<file path="src/hw/rtl/ldf_pkg.sv">
// Package for the log packet deframer: frame layout constants, register
// indexes and the result item type. No dependencies.
package ldf_pkg;

    localparam int unsigned HEADER_LEN = 5;
    localparam int unsigned POS_W      = 17;
    localparam int unsigned LEN_W      = 16;
    localparam int unsigned BYTE_W     = 8;
    localparam int unsigned CFG_IDX_W  = 1;

    localparam logic [POS_W-1:0] POS_SYNC_FIRST  = POS_W'(0);
    localparam logic [POS_W-1:0] POS_SYNC_SECOND = POS_W'(1);
    localparam logic [POS_W-1:0] POS_TYPE        = POS_W'(2);
    localparam logic [POS_W-1:0] POS_LEN_LOW     = POS_W'(3);
    localparam logic [POS_W-1:0] POS_LEN_HIGH    = POS_W'(4);
    localparam logic [POS_W-1:0] POS_HEADER_END  = POS_W'(HEADER_LEN);

    localparam logic [CFG_IDX_W-1:0] CFG_SYNC_FIRST  = CFG_IDX_W'(0);
    localparam logic [CFG_IDX_W-1:0] CFG_SYNC_SECOND = CFG_IDX_W'(1);

    typedef struct packed {
        logic              payload_valid;
        logic [BYTE_W-1:0] payload_byte;
        logic [LEN_W-1:0]  payload_index;
        logic [BYTE_W-1:0] frame_type;
        logic [LEN_W-1:0]  frame_length;
        logic              frame_good;
        logic              frame_bad;
    } ldf_result_t;

endpackage

</file>
<file path="src/hw/rtl/log_packet_deframer.sv">
// Log packet deframer top level: byte-serial frame parser with Fletcher-8
// check and a result buffer. Depends on ldf_pkg, ldf_parser, ldf_out_buf.
//
// Input channel: in_valid / in_stall with rx_byte, one byte per item.
// Output channel: out_valid / out_stall with one result item per input byte:
// payload pass-through (payload_valid, payload_byte, payload_index), the
// current frame_type and frame_length, and a frame_good / frame_bad verdict
// on the check bytes.
// Configuration: cfg_we writes cfg_data into the register chosen by
// cfg_index (0: first sync byte, 1: second sync byte); write only while idle.
// Output path: the result of an accepted byte is registered in the output
// register, or in the skid entry when that register is held. Throughput: one byte
// per cycle while in_stall is low; parsing and checksum update are combinational ahead of the output register.
// Receiver stall: the output register holds its item, and one more item is
// taken into a skid entry; in_stall rises only once that entry is full.
// Reset: sync registers, frame state and checksums clear; both buffers empty.
module log_packet_deframer (
    input  logic                          clk,
    input  logic                          rst_n,
    input  logic                          cfg_we,
    input  logic [ldf_pkg::CFG_IDX_W-1:0] cfg_index,
    input  logic [ldf_pkg::BYTE_W-1:0]    cfg_data,
    input  logic                          in_valid,
    output logic                          in_stall,
    input  logic [ldf_pkg::BYTE_W-1:0]    rx_byte,
    output logic                          out_valid,
    input  logic                          out_stall,
    output logic                          payload_valid,
    output logic [ldf_pkg::BYTE_W-1:0]    payload_byte,
    output logic [ldf_pkg::LEN_W-1:0]     payload_index,
    output logic [ldf_pkg::BYTE_W-1:0]    frame_type,
    output logic [ldf_pkg::LEN_W-1:0]     frame_length,
    output logic                          frame_good,
    output logic                          frame_bad
);
    import ldf_pkg::*;

    logic        accept;
    logic        buf_full;
    ldf_result_t parse_res;
    ldf_result_t out_res;

    assign in_stall = buf_full;
    assign accept   = in_valid && !buf_full;

    ldf_parser u_parser (
        .clk       (clk),
        .rst_n     (rst_n),
        .cfg_we    (cfg_we),
        .cfg_index (cfg_index),
        .cfg_data  (cfg_data),
        .accept    (accept),
        .rx_byte   (rx_byte),
        .result    (parse_res)
    );

    ldf_out_buf u_out_buf (
        .clk       (clk),
        .rst_n     (rst_n),
        .accept    (accept),
        .din       (parse_res),
        .full      (buf_full),
        .out_valid (out_valid),
        .out_stall (out_stall),
        .dout      (out_res)
    );

    assign payload_valid = out_res.payload_valid;
    assign payload_byte  = out_res.payload_byte;
    assign payload_index = out_res.payload_index;
    assign frame_type    = out_res.frame_type;
    assign frame_length  = out_res.frame_length;
    assign frame_good    = out_res.frame_good;
    assign frame_bad     = out_res.frame_bad;

endmodule

</file>
<file path="src/hw/rtl/ldf_parser.sv">
// Frame parser: sync registers, frame position and Fletcher sums; builds one
// result per accepted byte. Depends on ldf_pkg.
module ldf_parser (
    input  logic                           clk,
    input  logic                           rst_n,
    input  logic                           cfg_we,
    input  logic [ldf_pkg::CFG_IDX_W-1:0]  cfg_index,
    input  logic [ldf_pkg::BYTE_W-1:0]     cfg_data,
    input  logic                           accept,
    input  logic [ldf_pkg::BYTE_W-1:0]     rx_byte,
    output ldf_pkg::ldf_result_t           result
);
    import ldf_pkg::*;

    logic [BYTE_W-1:0] sync_first_reg;
    logic [BYTE_W-1:0] sync_second_reg;
    logic [POS_W-1:0]  position_reg, position_next;
    logic [LEN_W-1:0]  decl_len_reg, decl_len_next;
    logic [BYTE_W-1:0] len_low_reg, len_low_next;
    logic [BYTE_W-1:0] type_reg, type_next;
    logic [BYTE_W-1:0] sum_a_reg, sum_a_next;
    logic [BYTE_W-1:0] sum_b_reg, sum_b_next;

    logic [BYTE_W-1:0] acc_a;
    logic [BYTE_W-1:0] acc_b;
    logic [POS_W-1:0]  end_pos;
    logic [POS_W-1:0]  payload_off;
    logic              finish;

    always_comb
    begin
        acc_a         = sum_a_reg + rx_byte;
        acc_b         = sum_b_reg + acc_a;
        end_pos       = POS_W'(decl_len_reg) + POS_HEADER_END;
        payload_off   = position_reg - POS_HEADER_END;
        position_next = position_reg;
        decl_len_next = decl_len_reg;
        len_low_next  = len_low_reg;
        type_next     = type_reg;
        sum_a_next    = sum_a_reg;
        sum_b_next    = sum_b_reg;
        finish        = 1'b0;
        result        = '0;

        if (position_reg == POS_SYNC_FIRST)
        begin
            if (rx_byte == sync_first_reg)
            begin
                sum_a_next    = acc_a;
                sum_b_next    = acc_b;
                position_next = POS_SYNC_SECOND;
            end
        end
        else if (position_reg == POS_SYNC_SECOND)
        begin
            if (rx_byte == sync_second_reg)
            begin
                sum_a_next    = acc_a;
                sum_b_next    = acc_b;
                position_next = POS_TYPE;
            end
        end
        else if (position_reg == POS_TYPE)
        begin
            type_next     = rx_byte;
            sum_a_next    = acc_a;
            sum_b_next    = acc_b;
            position_next = POS_LEN_LOW;
        end
        else if (position_reg == POS_LEN_LOW)
        begin
            len_low_next  = rx_byte;
            sum_a_next    = acc_a;
            sum_b_next    = acc_b;
            position_next = POS_LEN_HIGH;
        end
        else if (position_reg == POS_LEN_HIGH)
        begin
            decl_len_next = {rx_byte, len_low_reg};
            sum_a_next    = acc_a;
            sum_b_next    = acc_b;
            position_next = POS_HEADER_END;
        end
        else if (position_reg < end_pos)
        begin
            result.payload_valid = 1'b1;
            result.payload_byte  = rx_byte;
            result.payload_index = payload_off[LEN_W-1:0];
            sum_a_next           = acc_a;
            sum_b_next           = acc_b;
            position_next        = position_reg + POS_W'(1);
        end
        else if (position_reg == end_pos)
        begin
            if (rx_byte == sum_a_reg)
            begin
                position_next = position_reg + POS_W'(1);
            end
            else
            begin
                result.frame_bad = 1'b1;
                finish           = 1'b1;
            end
        end
        else
        begin
            result.frame_good = (rx_byte == sum_b_reg);
            result.frame_bad  = (rx_byte != sum_b_reg);
            finish            = 1'b1;
        end

        result.frame_type   = type_next;
        result.frame_length = decl_len_next;

        if (finish)
        begin
            position_next = '0;
            decl_len_next = '0;
            len_low_next  = '0;
            type_next     = '0;
            sum_a_next    = '0;
            sum_b_next    = '0;
        end
    end

    always_ff @(posedge clk or negedge rst_n)
    begin
        if (!rst_n)
        begin
            sync_first_reg  <= '0;
            sync_second_reg <= '0;
            position_reg    <= '0;
            decl_len_reg    <= '0;
            len_low_reg     <= '0;
            type_reg        <= '0;
            sum_a_reg       <= '0;
            sum_b_reg       <= '0;
        end
        else
        begin
            if (cfg_we && cfg_index == CFG_SYNC_FIRST)
            begin
                sync_first_reg <= cfg_data;
            end
            if (cfg_we && cfg_index == CFG_SYNC_SECOND)
            begin
                sync_second_reg <= cfg_data;
            end
            if (accept)
            begin
                position_reg <= position_next;
                decl_len_reg <= decl_len_next;
                len_low_reg  <= len_low_next;
                type_reg     <= type_next;
                sum_a_reg    <= sum_a_next;
                sum_b_reg    <= sum_b_next;
            end
        end
    end

endmodule

</file>
<file path="src/hw/rtl/ldf_out_buf.sv">
// Output register with one skid entry; input side stalls only when the skid
// entry is occupied. Depends on ldf_pkg.
module ldf_out_buf (
    input  logic                  clk,
    input  logic                  rst_n,
    input  logic                  accept,
    input  ldf_pkg::ldf_result_t  din,
    output logic                  full,
    output logic                  out_valid,
    input  logic                  out_stall,
    output ldf_pkg::ldf_result_t  dout
);
    import ldf_pkg::*;

    logic        main_valid_reg;
    logic        skid_valid_reg;
    ldf_result_t main_reg;
    ldf_result_t skid_reg;
    logic        take;

    assign take      = main_valid_reg && !out_stall;
    assign full      = skid_valid_reg;
    assign out_valid = main_valid_reg;
    assign dout      = main_reg;

    always_ff @(posedge clk or negedge rst_n)
    begin
        if (!rst_n)
        begin
            main_valid_reg <= 1'b0;
            skid_valid_reg <= 1'b0;
        end
        else if (accept)
        begin
            if (!main_valid_reg || take)
            begin
                main_valid_reg <= 1'b1;
            end
            else
            begin
                skid_valid_reg <= 1'b1;
            end
        end
        else if (take)
        begin
            main_valid_reg <= skid_valid_reg;
            skid_valid_reg <= 1'b0;
        end
    end

    always_ff @(posedge clk)
    begin
        if (accept)
        begin
            if (!main_valid_reg || take)
            begin
                main_reg <= din;
            end
            else
            begin
                skid_reg <= din;
            end
        end
        else if (take && skid_valid_reg)
        begin
            main_reg <= skid_reg;
        end
    end

endmodule

</file>
<file path="config.mk">
export PLATFORM = sky130hd
export DESIGN_NAME = log_packet_deframer
export DESIGN_NICKNAME = d
export VERILOG_FILES = /design/src/hw/rtl/ldf_pkg.sv /design/src/hw/rtl/log_packet_deframer.sv /design/src/hw/rtl/ldf_parser.sv /design/src/hw/rtl/ldf_out_buf.sv
export SDC_FILE = /design/constraint.sdc
export NUM_CORES = 1
export LEC_CHECK = 0
export BUFFER_PORTS_ARGS = -buffer_cell sky130_fd_sc_hd__buf_2
export CAP_MARGIN = 20
export CORE_AREA = 2 2 187 189
export CTS_CLUSTER_DIAMETER = 60
export DETAILED_ROUTE_END_ITERATION = 16
export DIE_AREA = 0 0 189 191
export PLACE_DENSITY = 0.45
export SLEW_MARGIN = 5
export SYNTH_ARGS = -nofsm -noshare
export SYNTH_HDL_FRONTEND = slang
export SYNTH_HIERARCHICAL = 1
export SYNTH_SLANG_ARGS = --single-unit
</file>
<file path="constraint.sdc">
create_clock -name clk -period 5.61 [get_ports clk]
set_input_delay 0.2805 -clock clk [delete_from_list [all_inputs] [get_ports clk]]
set_output_delay 0.2805 -clock clk [all_outputs]
set_load 0.1 [all_outputs]
</file>
; ---- Word-level counts from Yosys, hierarchy flattened
; Cells that the tools add are included.
[word_totals]
n_memories = 0
ram_bits = 0
rom_bits = 0
input_bits = 22
output_inout_bits = 53
regBits = 185
latch_bits = 0
[classes]
bitwise = 2
n_addsub = 5
mul = 0
order_cmp = 1
shifts = 0
n_reduce_logical = 23
n_eq_ne = 17
n_div = 0
mux = 75
[op_table]
columns = op, n
row1 = $mux 8, 27
row2 = $mux 17, 11
row3 = $mux 51, 3
row4 = $mux 25, 6
row5 = $mux 16, 6
row6 = $eq 17x2->1 const B, 2
row7 = $eq 8x8->1, 4
row8 = $add 16x3->17 const B, 1
row9 = $add 17x1->17 const B, 1
row10 = $eq 17x1->1 const B, 1
row11 = $eq 17x17->1, 1
row12 = $eq 17x3->1 const B, 1
row13 = $logic_not 17->1, 1
row14 = $lt 17x17->1, 1
row15 = $add 8x8->8, 2
row16 = $mux 1, 16
row17 = $reduce_bool 8->1, 2
row18 = $sub 16x3->16 const B, 1
row19 = $mux 2, 6
row20 = $reduce_and 5->1, 2
row21 = $ne 2x1->1 const B, 4
row22 = $ne 8x8->1, 1
row23 = $reduce_and 2->1, 4
row24 = $reduce_bool 7->1, 1
row25 = 9 further kinds, 18

; ---- Depth between registers and ports, before layout
; Gate-level depths: netlist of run 1.
[depth]
depth_word = 11
ltp_mapped = 15
ltp_nobuf = 14

; ---- By module
; The synthesis of run 1 kept the hierarchy.
[by_module_without_submodules]
columns = mod, area_per_inst_um2, instances, seq_area_each_um2, cells_each
row1 = ldf_parser, 5691.7, 1, 2026.9, 629
row2 = ldf_out_buf, 4015.1, 1, 3113.0, 170
row3 = log_packet_deframer, 13.8, 1, 0.0, 1

; ---- Least setup slack after synthesis of run 1
; OpenSTA, ideal clock, no wires.
[synth_path]
path_kind = reg2reg
startpoint = reg u_out_buf.skid_valid_reg, in the netlist u_out_buf/full
endpoint = reg u_out_buf.main_reg (netlist bit u_out_buf/dout[0]), enable pin
period_less_slack_ns = 4.431
setup_slack_ns = 1.179
path_buffers = 2
stages_incl_launch_ff = 6
setup_ns = 0.476
arrival_time_ns = 3.954
cell_sequence = dfrtp_1 nor2b_4 buf_6 buf_6 a21oi_1 a21oi_1
[synth_via]
elab_chain_cells = 4
[synth_lines]
columns = element, line_no
row1 = "start, declared", ldf_out_buf.sv:16  ; logic skid_valid_reg;
row2 = "start signal, assigned", ldf_out_buf.sv:31  ; skid_valid_reg <= 1'b0;
row3 = "start signal, assigned", ldf_out_buf.sv:41  ; skid_valid_reg <= 1'b1;
row4 = "start signal, assigned", ldf_out_buf.sv:47  ; skid_valid_reg <= 1'b0;
row5 = $logic_not 1->1 *, log_packet_deframer.sv:44  ; assign accept = in_valid && !buf_full;
row6 = $logic_and 1x1->1 *, log_packet_deframer.sv:44
row7 = net accept, log_packet_deframer.sv:38  ; logic accept;
row8 = $ne 2x1->1 (no source line) / $reduce_bool 2->1 (equally long branches), --
row9 = $reduce_and 2->1 (no source line) *, --
row10 = "end signal, assigned", ldf_out_buf.sv:57  ; main_reg <= din;
row11 = "end signal, assigned", ldf_out_buf.sv:66  ; main_reg <= skid_reg;
row12 = "end, declared", ldf_out_buf.sv:17  ; ldf_result_t main_reg;
; Mark *: on every way through the listed nets, which the timed path passes. The rest lies on a longest branch.
; A chain may end at the register's enable or synchronous reset.

==> results.json, run 1 <==
{
  "grtUsageTotal": 0.130,
  "ctsRootBufferMaster": "clkbuf_16",
  "layout_commonest_cell": "edfxtp_1",
  "endpoint_kind": "register",
  "drc": 0,
  "postCtsResizedCells": 0,
  "status": "finished clean",
  "ys_types": 53,
  "grt_max_degree": 66,
  "ios": 75,
  "synthCells": 800,
  "cts.htree.levels": 4,
  "routed_wirelength_um": 22700,
  "drt_iter0_drc": 362,
  "ys_seq_area_frac": 0.529,
  "grt_pass1_vias": 6296,
  "cts.sink_count": 185,
  "insertion_delay_ns": 0.44,
  "clock_skew_ns": 0.00921,
  "cp.required_ns": 5.92,
  "clkTransAtPathRegs_ns": 0.07,
  "gp_congestion": 0.758,
  "antenna_found_initial": 0,
  "avgSynthCellArea_um2": 12.2,
  "layout-drive-gt1-share": 0.244,
  "cts_made_buffers": 17,
  "finalNetCount": 920,
  "synth_ff_type": "edfxtp_1",
  "worstSetupStartpointType": "register",
  "arrival_ns": 4.69,
  "placementRows": 68,
  "ant_nets": 0,
  "grt_pass1_wl_um": 35700,
  "post-route-min-period_ns": 4.38,
  "grt_setup_unrepaired": "no",
  "final_max_slew_viol_count": 0,
  "die_y_um": 191,
  "relSlewSlack": 0.362,
  "worst_pin_slew_ns": 0.957,
  "antenna_cells": 0,
  "yosysWarnings": 6,
  "grt-ovfl-total": 0,
  "portBuffers": 74,
  "path_max_fanout": 18,
  "synth_seq_cells": 185,
  "syn-num-nets": 861,
  "asyncSetResetFlopFracSynth": 0.449,
  "max_freq_mhz": 228,
  "core_um2": 34100,
  "vias": 6159,
  "synthesis.area_um2": 9720,
  "wl_per_cell_um": 17.1,
  "cts_tree": "yes",
  "crit_type": "reg -> reg",
  "dr.pass1.iters": 4,
  "cts_max_path_buffers": 2,
  "final.period_utilization": 0.780,
  "area_growth_pct": 14.2,
  "die_w_um": 189,
  "fin_setup_tns_ns": 0,
  "dieArea_um2": 36100,
  "dpl.hpwl_um": 15000,
  "drv_cap": 0,
  "final_cell_mix": "edfxtp_1, dfrtp_1, nand2_1",
  "synth_edf_count": 102,
  "start_util": 0.285,
  "hp-class": "in -> reg",
  "hold_viol": 0,
  "avgViaCountPerCell": 4.64,
  "setup_viol": 0
}
-- logic make-up after synthesis --
logic type	Yosys count	share of synthesized area
flops	185	0.529
fa+ha+maj	39	0.0517
buf+inv	76	0.0403
compound gates	103	0.0735
xor+xnor	76	0.0685
mux	97	0.130
simple gates	224	0.108
-- worst max-delay path, cell delays in order (launching register included) --
cell and delay [ns]:
dfrtp_1 0.43, nand3_1 0.15, o21bai_1 0.23, nor2_1 0.28
nand3_1 0.14, xor2_1 0.16, ha_1 0.30, and3_1 0.21
a221o_1 0.36, a221o_1 0.37, nor2_1 0.46, nand2_1 0.59
a21oi_1 0.37, mux2_4 0.19
-- per-stage QoR --
stage | instance area [um^2] | worst slack (ns) | util | hold slack (ns) | cells
floorplan | 9720 | 1.18 | - | -0.0151 | 800
global placement | 10500 | 1.49 | 0.307 | 0.275 | 1293
detailed placement | 10500 | 1.27 | 0.307 | 0.279 | 1294
CTS | 11100 | 1.23 | 0.325 | 0.0585 | 1327
global route | 11100 | 0.873 | 0.325 | 0.0624 | 1327
finish | 11100 | 1.23 | 0.325 | 0.0846 | 1327
-- layout make-up --
type | count | area (um^2)
fillers | 3461 | 23000
clock inverters | 12 | 134
flip-flops and latches | 185 | 5140
well taps | 455 | 569
multi-input cells | 539 | 4200
clock buffers | 20 | 479
inverters | 33 | 124
repair buffers | 83 | 450
-- final timing paths --
path | from | endpoint | slack (ns) | cells past startpoint
min in group asynchronous | rst_n | u_parser/sync_first_reg[5] | 0.33 | 2
worst max register to register | u_parser/decl_len_reg[3] | u_out_buf/dout[29] | 1.23 | 13
worst min-delay path | cfg_data[5] | u_parser/sync_second_reg[5] | 0.08 | 2
worst min register to register | u_parser/sum_a_reg[0] | u_parser/sum_a_reg[0] | 0.49 | 2
worst max-delay path | u_parser/decl_len_reg[3] | u_out_buf/dout[29] | 1.23 | 13
max in group asynchronous | rst_n | u_parser/decl_len_reg[13] | 4.20 | 3
-- what timing repair did --
action,4_1_cts,5_1_grt
setup endpoints to repair,0,0
setup buffers,0,0
hold buffers,1,0
hold endpoints to repair,34,0
-- synth_stat cells (26+ instances only) --
library cell / instances / area [um^2]
mux2_4: 47 / 706
nand2_1: 79 / 297
inv_1: 33 / 124
nand3_1: 29 / 145
edfxtp_1: 102 / 3060
xor2_1: 50 / 438
xnor2_1: 26 / 228
nor2_1: 52 / 195
ha_1: 37 / 463
mux2_2: 43 / 484
dfrtp_1: 83 / 2080
o21ai_0: 29 / 145
-- metal layers --
metal / track usage / vias to the layer above / routed length [um]
li1: - / 2977 / -
met5: 0 / - / 0
met2: 0.207 / 101 / 10500
met1: 0.174 / 3058 / 10800
met3: 0.0253 / 23 / 931
met4: 0.0490 / 0 / 458
Power of run 1 is not shown: default switching activity piles up to over one toggle a cycle in this logic, so the estimate is an artifact.
==> run 2, diff against run 1 <==
==> constraint.sdc (replaced) <==
create_clock -name clk -period 4.1 [get_ports clk]
set_input_delay 0.205 -clock clk [delete_from_list [all_inputs] [get_ports clk]]
set_output_delay 0.205 -clock clk [all_outputs]
set_load 0.1 [all_outputs]
==> run 2 against run 1 <==
  * Clock skew is 0.0031 ns higher
  * Routed wire length decreased by 2.2%
  * Die area did not move
  * Global-route usage shrank 0.17 points
  * Register-to-register slack lost 0.85 ns
  * Flip-flop and latch count unchanged
  * Highest routed layer unchanged
  * Critical path depth is the same
  * Count of clock-buffer cells in the layout decreased by 1
  * Via count down 0.42%
==> results.json, run 2 (same netlist as run 1, synthesis figures left out) <==
{
  "layout_commonest_cell": "edfxtp_1",
  "drt_iter0_drc": 353,
  "crit_cells": 13,
  "avgViaCountPerCell": 4.57,
  "path_max_fanout": 6,
  "final.period_utilization": 0.907,
  "dpl.hpwl_um": 15100,
  "cts.sink_count": 185,
  "antenna_cells": 0,
  "die_w_um": 189,
  "routed_wirelength_um": 22200,
  "max_stage_delay_ns": 0.43,
  "hold_viol": 0,
  "ios": 75,
  "final_max_slew_viol_count": 0,
  "ant_nets": 0,
  "crit_type": "reg -> reg",
  "area_growth_pct": 15.1,
  "worst_pin_slew_ns": 0.894,
  "cts_max_path_buffers": 2,
  "cp-endpoint": "u_out_buf/dout[0]",
  "finalNetCount": 935,
  "grt-ovfl-total": 0,
  "insertion_delay_ns": 0.44,
  "max_freq_mhz": 269,
  "die_y_um": 191,
  "r2r-end": "u_out_buf/dout[0]",
  "cp.required_ns": 4.29,
  "clkTransAtPathRegs_ns": 0.07,
  "vias": 6133,
  "worstSetupStartpointType": "register",
  "placementRows": 68,
  "grt_setup_unrepaired": "no",
  "ctsRootBufferMaster": "clkbuf_16",
  "setup_viol": 0,
  "crit_buf_inv": 0,
  "grtUsageTotal": 0.128,
  "worst_path_max_delay_cell": "dfrtp_1",
  "drc": 0,
  "cp_top_family": "compound AO/OA/AOI/OAI gates",
  "dieArea_um2": 36100,
  "cts_tree": "yes",
  "gp_congestion": 0.790,
  "layout-drive-gt1-share": 0.255,
  "rrSetupSlack_ns": 0.38,
  "endpoint_kind": "register",
  "ff2ff_path_depth": 13,
  "dr.pass1.iters": 5,
  "start_util": 0.285,
  "cts_made_buffers": 17,
  "cts_setup_buffers": 0,
  "wl_per_cell_um": 16.5,
  "final_cell_mix": "edfxtp_1, dfrtp_1, nand2_1",
  "grt_pass1_vias": 6164,
  "status": "finished clean",
  "relSlewSlack": 0.404,
  "arrival_ns": 3.91,
  "grt_max_degree": 65,
  "portBuffers": 74,
  "timing.rr.start": "u_parser/decl_len_reg[3]",
  "grt_pass1_wl_um": 35200,
  "crit_path_start": "u_parser/decl_len_reg[3]",
  "antenna_found_initial": 0,
  "core_um2": 34100,
  "clock_skew_ns": 0.0123,
  "drv_cap": 0,
  "path_cells": "nand3_1, o21bai_1, nor2_1, nand3_1, xor2_1, ha_1, and3_1, a221o_1, a221o_1, o21ai_2, or2_2, a21oi_1, mux2_4",
  "hp-class": "in -> reg",
  "cts.htree.levels": 4,
  "fin_setup_tns_ns": 0,
  "post-route-min-period_ns": 3.72
}
==> run 2: cell count changes in the layout (fill, tap and decap cells not counted), sizes merged <==
cell / delta
inv: +1
dlygate4sd3: +4
clkinvlp: +1
clkinv: -1
buf: +11
clkbuf: -1
==> run 2: worst reg2reg max path, cell delays in order (launching register included) <==
cell and delay, ns:
dfrtp_1 0.43, nand3_1 0.15, o21bai_1 0.23, nor2_1 0.29, nand3_1 0.14, xor2_1 0.16
ha_1 0.29, and3_1 0.20, a221o_1 0.35, a221o_1 0.40, o21ai_2 0.24, or2_2 0.26
a21oi_1 0.08, mux2_4 0.26
==> run 2: timing repair <==
action	4_1_cts	5_1_grt
gates resized for setup	0	2
setup endpoints to repair	0	18
endpoints found under the hold margin	59	0
hold buffers	5	0
==> run 2: cell type report <==
class,count,area (um^2)
Clock buffer,19,443
Inverter,33,124
Tap cell,455,569
Multi-Input combinational cell,539,4210
Timing Repair Buffer,98,566
Fill cell,3459,22900
Sequential cell,185,5140
Clock inverter,13,141
==> run 2: metal layers <==
layer,up-vias,routed length (um),GRT usage
met2,106,10200,0.206
met5,-,0,0
li1,3001,-,-
met3,15,920,0.0283
met4,0,300,0.0400
met1,3011,10800,0.171
==> run 2: worst min path at each step <==
stage	cells after the start	slack, ns	startpoint	end
after global routing	2	0.02	cfg_data[4]	u_parser/sync_first_reg[4]
after CTS	2	0.0006	cfg_data[1]	u_parser/sync_second_reg[1]
after global placement	1	0.32	rst_n	u_parser/sync_second_reg[0]
after floorplan	0	-0.09	rst_n	u_out_buf/full
final	2	0.03	cfg_data[1]	u_parser/sync_second_reg[1]
after detailed placement	1	0.33	rst_n	u_parser/sync_second_reg[6]
==> run 2: through the flow <==
step / cells / hold WS [ns] / utilization / setup slack [ns] / instance area [um^2]
finish: 1342 / 0.0272 / 0.328 / 0.383 / 11200
global route: 1342 / 0.0175 / 0.328 / 0.0727 / 11200
CTS: 1342 / 0.000553 / 0.328 / 0.282 / 11200
detailed placement: 1305 / 0.327 / 0.309 / 0.313 / 10600
global placement: 1305 / 0.324 / 0.309 / 0.421 / 10600
floorplan: 800 / -0.0906 / - / 0.433 / 9720
Power of run 2 is left out for the same reason.
